[config.mk]
export PLATFORM = sky130hd
export DESIGN_NAME = ttc_ctrl
export DESIGN_NICKNAME = d
export VERILOG_FILES = /design/src/hw/rtl/ttc_pkg.sv /design/src/hw/rtl/ttc_ctrl.sv
export SDC_FILE = /design/constraint.sdc
export NUM_CORES = 1
export LEC_CHECK = 0
export BUFFER_PORTS_ARGS = -buffer_cell sky130_fd_sc_hd__buf_2
export CAP_MARGIN = 30
export CORE_AREA = 3 3 40 42
export DETAILED_ROUTE_END_ITERATION = 12
export DIE_AREA = 0 0 43 45
export PLACE_DENSITY = 0.71
export SLEW_MARGIN = 20
export SYNTH_ARGS = -nofsm -noshare
export SYNTH_HDL_FRONTEND = slang
export SYNTH_SLANG_ARGS = --single-unit
export TNS_END_PERCENT = 100
[constraint.sdc]
create_clock -name clk -period 2.15 [get_ports clk]
set_input_delay 0.43 -clock clk [delete_from_list [all_inputs] [get_ports clk]]
set_output_delay 0.43 -clock clk [all_outputs]
set_load 0.02 [all_outputs]
[src/hw/rtl/ttc_pkg.sv]
// Shared types and constants of the text terminal cell engine.
// Holds field widths, opcodes, character codes and the controller/datapath structs.
// No dependencies.
`default_nettype none

package ttc_pkg;

  localparam int OPCODE_W = 2;
  localparam int CHAR_W   = 8;
  localparam int ROW_W    = 5;
  localparam int COL_W    = 7;

  localparam logic [OPCODE_W-1:0] OP_PUT   = 2'd0;
  localparam logic [OPCODE_W-1:0] OP_CLEAR = 2'd1;
  localparam logic [OPCODE_W-1:0] OP_READ  = 2'd2;

  localparam logic [CHAR_W-1:0] CH_NEWLINE   = 8'h0A;
  localparam logic [CHAR_W-1:0] CH_BACKSPACE = 8'h08;
  localparam logic [CHAR_W-1:0] CH_SPACE     = 8'h20;

  // Address register load selects
  localparam logic [2:0] ADDR_HOLD   = 3'd0;
  localparam logic [2:0] ADDR_CURSOR = 3'd1;
  localparam logic [2:0] ADDR_BACK   = 3'd2;
  localparam logic [2:0] ADDR_READ   = 3'd3;
  localparam logic [2:0] ADDR_TOPROW = 3'd4;
  localparam logic [2:0] ADDR_ZERO   = 3'd5;
  localparam logic [2:0] ADDR_INC    = 3'd6;

  // Cursor updates
  localparam logic [2:0] CUR_HOLD    = 3'd0;
  localparam logic [2:0] CUR_HOME    = 3'd1;
  localparam logic [2:0] CUR_ADVANCE = 3'd2;
  localparam logic [2:0] CUR_NEWLINE = 3'd3;
  localparam logic [2:0] CUR_BACK    = 3'd4;
  localparam logic [2:0] CUR_SCROLL  = 3'd5;

  typedef struct packed {
    logic       latch;
    logic [2:0] addr_sel;
    logic       mem_we;
    logic       wr_space;
    logic [2:0] cur_op;
    logic       out_load;
    logic       out_cell;
  } ttc_cmd_t;

  typedef struct packed {
    logic [OPCODE_W-1:0] op;
    logic                is_nl;
    logic                is_bs;
    logic                at_origin;
    logic                wrap;
    logic                line_last;
    logic                read_ok;
    logic                cnt_last_row;
    logic                cnt_last_all;
    logic                out_free;
  } ttc_sts_t;

endpackage

`default_nettype wire

[src/hw/rtl/ttc_ctrl.sv]
// Sequencing state machine of the text terminal cell engine.
// Depends on ttc_pkg; drives ttc_cmd_t to the datapath and reads ttc_sts_t back.
`default_nettype none

module ttc_ctrl (
  input  wire logic              clk,
  input  wire logic              rst,
  input  wire logic              in_valid,
  output logic                   in_ready,
  input  wire ttc_pkg::ttc_sts_t sts,
  output ttc_pkg::ttc_cmd_t      cmd
);
  import ttc_pkg::*;

  localparam logic [2:0] S_INIT      = 3'd0;
  localparam logic [2:0] S_IDLE      = 3'd1;
  localparam logic [2:0] S_EXEC      = 3'd2;
  localparam logic [2:0] S_WRITE     = 3'd3;
  localparam logic [2:0] S_READ      = 3'd4;
  localparam logic [2:0] S_BLANK_ROW = 3'd5;
  localparam logic [2:0] S_BLANK_ALL = 3'd6;
  localparam logic [2:0] S_RESP      = 3'd7;

  logic [2:0] state;
  logic [2:0] state_next;

  always_ff @(posedge clk) begin
    if (rst) begin
      state <= S_INIT;
    end else begin
      state <= state_next;
    end
  end

  always_comb begin
    cmd        = '0;
    in_ready   = 1'b0;
    state_next = state;
    unique case (state)
      S_INIT: begin
        cmd.mem_we   = 1'b1;
        cmd.wr_space = 1'b1;
        cmd.addr_sel = ADDR_INC;
        if (sts.cnt_last_all) begin
          state_next = S_IDLE;
        end
      end
      S_IDLE: begin
        in_ready  = 1'b1;
        cmd.latch = in_valid;
        if (in_valid) begin
          state_next = S_EXEC;
        end
      end
      S_EXEC: begin
        state_next = S_RESP;
        case (sts.op)
          OP_PUT: begin
            if (sts.is_nl) begin
              if (sts.line_last) begin
                cmd.cur_op   = CUR_SCROLL;
                cmd.addr_sel = ADDR_TOPROW;
                state_next   = S_BLANK_ROW;
              end else begin
                cmd.cur_op = CUR_NEWLINE;
              end
            end else if (sts.is_bs) begin
              if (!sts.at_origin) begin
                cmd.addr_sel = ADDR_BACK;
                cmd.cur_op   = CUR_BACK;
                state_next   = S_WRITE;
              end
            end else begin
              cmd.addr_sel = ADDR_CURSOR;
              state_next   = S_WRITE;
            end
          end
          OP_CLEAR: begin
            cmd.addr_sel = ADDR_ZERO;
            cmd.cur_op   = CUR_HOME;
            state_next   = S_BLANK_ALL;
          end
          OP_READ: begin
            if (sts.read_ok) begin
              cmd.addr_sel = ADDR_READ;
              state_next   = S_READ;
            end
          end
          default: begin
            state_next = S_RESP;
          end
        endcase
      end
      S_WRITE: begin
        cmd.mem_we   = 1'b1;
        cmd.wr_space = sts.is_bs;
        state_next   = S_RESP;
        if (!sts.is_bs) begin
          if (sts.wrap && sts.line_last) begin
            cmd.cur_op   = CUR_SCROLL;
            cmd.addr_sel = ADDR_TOPROW;
            state_next   = S_BLANK_ROW;
          end else begin
            cmd.cur_op = CUR_ADVANCE;
          end
        end
      end
      S_READ: begin
        state_next = S_RESP;
      end
      S_BLANK_ROW: begin
        cmd.mem_we   = 1'b1;
        cmd.wr_space = 1'b1;
        cmd.addr_sel = ADDR_INC;
        if (sts.cnt_last_row) begin
          state_next = S_RESP;
        end
      end
      S_BLANK_ALL: begin
        cmd.mem_we   = 1'b1;
        cmd.wr_space = 1'b1;
        cmd.addr_sel = ADDR_INC;
        if (sts.cnt_last_all) begin
          state_next = S_RESP;
        end
      end
      S_RESP: begin
        if (sts.out_free) begin
          cmd.out_load = 1'b1;
          cmd.out_cell = (sts.op == OP_READ) && sts.read_ok;
          state_next   = S_IDLE;
        end
      end
    endcase
  end

  a_accept_exec: assert property (@(posedge clk) disable iff (rst)
    (in_valid && in_ready) |=> state == S_EXEC)
    else $error("accepted word did not enter execute");

  a_no_write_idle: assert property (@(posedge clk) disable iff (rst)
    (state == S_IDLE || state == S_RESP || state == S_READ) |-> !cmd.mem_we)
    else $error("memory write outside a write or sweep step");

  a_load_free: assert property (@(posedge clk) disable iff (rst)
    cmd.out_load |-> sts.out_free)
    else $error("result register overwritten");

  a_row_sweep_end: assert property (@(posedge clk) disable iff (rst)
    (state == S_BLANK_ROW && sts.cnt_last_row) |=> state == S_RESP)
    else $error("row blanking did not finish");

endmodule

`default_nettype wire

==> results.toml <==
[detailed_routing]
via_count = 666
dr.first_iter.drc_count = 20
route.final.wire_length_um = 1500
detail_route.drc_violations = 0
viasPerCell = 5.55
detailedRoute.firstPassIterationCount = 4
route.antenna.remaining_nets = 0
detail_route.wl_per_cell_um = 12.5

[critical_path]
timing.critical_path.buf_inv = 3
worst_setup_path_start_kind = "input port"
critical_path.max_stage_delay_ns = 0.23
path_max_fanout = 4
path_common_cell = "sky130_fd_sc_hd__a211oi_2"
crit_path_cell_trace = "buf_2, inv_1, ha_1, nand4bb_1, a211oi_2, nor3_1, a211oi_2, buf_4"
critPathSlowestCell = "sky130_fd_sc_hd__a211oi_2"
crit_path_dat_ns = 1.60
required_ns = 1.72
cp-end-kind = "primary output"
critical_path.top_delay_family = "compound AO/OA/AOI/OAI gates"
crit_type = "input port to primary output"

[clock_network]
root_buffer = "sky130_fd_sc_hd__clkbuf_4"
post_cts_resized = 0
clock_tree.htree_level_count = 1
cts_buffer_depth = 2
numCtsBuffers = 3
tritoncts = "yes"
cts.reportedPaths.clkPinSlew_ns = 0.04
post_cts.repair.setup_buffers = 0
clkLatencyLatePin_ns = 0.24
cts.sinks = 3
cts.hold.buffers_added = 0

[die]
chipHeight_um = 45
placeableCoreArea_um2 = 1280
fp-row-count = 13
start_util_pct = 41.1
die_area_um2 = 1940
io_pins = 26
die_x_um = 43

[yosys]
post_synth_top_flop = "sky130_fd_sc_hd__dfxtp_1"
synthesis.instances = 75
synth_edf_count = 0
synth_top_cell_by_area = "sky130_fd_sc_hd__dfxtp_1"
synth-warning-count = 0
yosysSeqAreaShare_pct = 11.4
synthesis.nets = 93
postSynthRegisterBits = 3
synth_area_per_cell_um2 = 7.04
synth-async-reset-ratio_pct = 0
synth_common_cells = "sky130_fd_sc_hd__nand2_1 (7), sky130_fd_sc_hd__o21ai_0 (6), sky130_fd_sc_hd__a21oi_1 (5), sky130_fd_sc_hd__nor2_1 (5), sky130_fd_sc_hd__nor3b_1 (5)"
yosysTopAreaCellShare_pct = 11.4
mappedNetlistArea_um2 = 528
post_synth_num_cell_types = 34
netlist_top_cells_area = "sky130_fd_sc_hd__dfxtp_1 (11%), sky130_fd_sc_hd__ha_1 (9.5%), sky130_fd_sc_hd__nor3b_1 (7.1%), sky130_fd_sc_hd__o21ai_0 (5.7%), sky130_fd_sc_hd__nand2_1 (5.0%)"
synthMostInstantiatedCell = "sky130_fd_sc_hd__nand2_1"

[global_route]
grt_overflow_total = 0
grt_max_degree = 14
first_global_vias = 599
antenna_found_initial = 0
wire_length_of_the_first_global_routing_pass_um = 2530
grt_use_total_pct = 16.6

[sta]
setup_viol = 0
max_clock_freq_mhz = 493
final.setup_skew_ns = 0.00298
tightestPinTransition_ns = 0.330
finalHoldWorstSlack_ns = 0.394
rsz0062_at_grt = "false"
hold_violations = 0
final.setup.worst_slack_ns = 0.122
max_slew_margin_pct = 77.4
finalWorstPathRequiredPeriod_ns = 2.03
min_period_over_period_pct = 94.3
timing_max_transition_violations_final = 0
totalNegativeSetupSlack_ns = 0

[final_layout]
area_delta_synth_final_pct = 37.9
n_fill_cell = 127
antenna-diode-count = 0
final_standard_cell_utilization_of_the_core_pct = 56.7
final_nets = 124
final_cells = 120
layout-drive-gt1-share_pct = 36.2
largest_register_ff_count = 3
top_register = "state"
design_area_um2 = 728
largestRegisters = "state (3)"

[power_and_ir_drop]
fin_total_pwr_mw = 0.379
powerDensity_nw_per_um2 = 520
power_leakage_nw = 0.335
vdd.ir_drop.worst_v = 0.000323

[run_status]
status = "finished, final reports clean"

[placed_design]
hpwlAfterDp_um = 1200
placedCellCount = 116
postPlaceCellArea_um2 = 693
place_congestion = 0.784
pre_cts_setup_slack_ns = 0.0841
place.port_buffers = 25

[min_path]
hp-class = "input port to flop"

[flow_run]
timing.max_cap.violations = 0
layer usage:
metal  up-vias  routed length, um  GRT usage (%)
met3         0                 75           3.98
met1       301                685           21.2
li1        346                  -              -
met4         0                  0           1.81
met5         -                  0              0
met2        19                739           29.3
placed cells by master (no fill, tap or decap), drive strengths merged, types with 2 or more instances in the layout:
cell type,n
a2111oi,3
a211oi,3
a21oi,5
and2,2
and3,2
buf,29
clkbuf,4
dfxtp,3
ha,4
inv,4
nand2,8
nand2b,2
nand3,3
nor2,5
nor3,2
nor3b,5
o21ai,6
final timing paths:
path,startpoint,end,slack [ns],cells after the start
min,rst,state[2],0.39,2
max,sts[9],cmd[8],0.12,8
max reg2reg,state[1],state[0],0.70,4
min reg2reg,state[2],state[2],0.67,3
cells by family (layout without fill, tap and decap cells):
group                      count (synthesis)  after routing  synth area share [%]
AOI/OAI and AO/OA                         25             25                  33.4
DFF                                        3              3                  11.4
and+or+nand+nor                           34             34                  37.0
xor gates and xnor gates                   2              2                  3.32
buffers and inverters                      7             37                  5.45
adders and majority gates                  4              4                  9.48
where the power goes:
group	switching (mW)	total [mW]	internal (mW)
sequential	0.0145	0.0776	0.0631
clock	0.0314	0.101	0.0697
combinational	0.115	0.200	0.0849
total	0.161	0.379	0.218
final cells by class:
| type | count | area (um^2) | area share, % |
|---|---|---|---|
| flip-flops and latches | 3 | 61.3 | 8.42 |
| well taps | 15 | 18.8 | 2.58 |
| inverters | 4 | 15.0 | 2.06 |
| multi-input cells | 65 | 449 | 61.7 |
| clock buffers | 4 | 26.3 | 3.61 |
| repair buffers | 29 | 158 | 21.6 |
(Power assumes the default switching activity.)
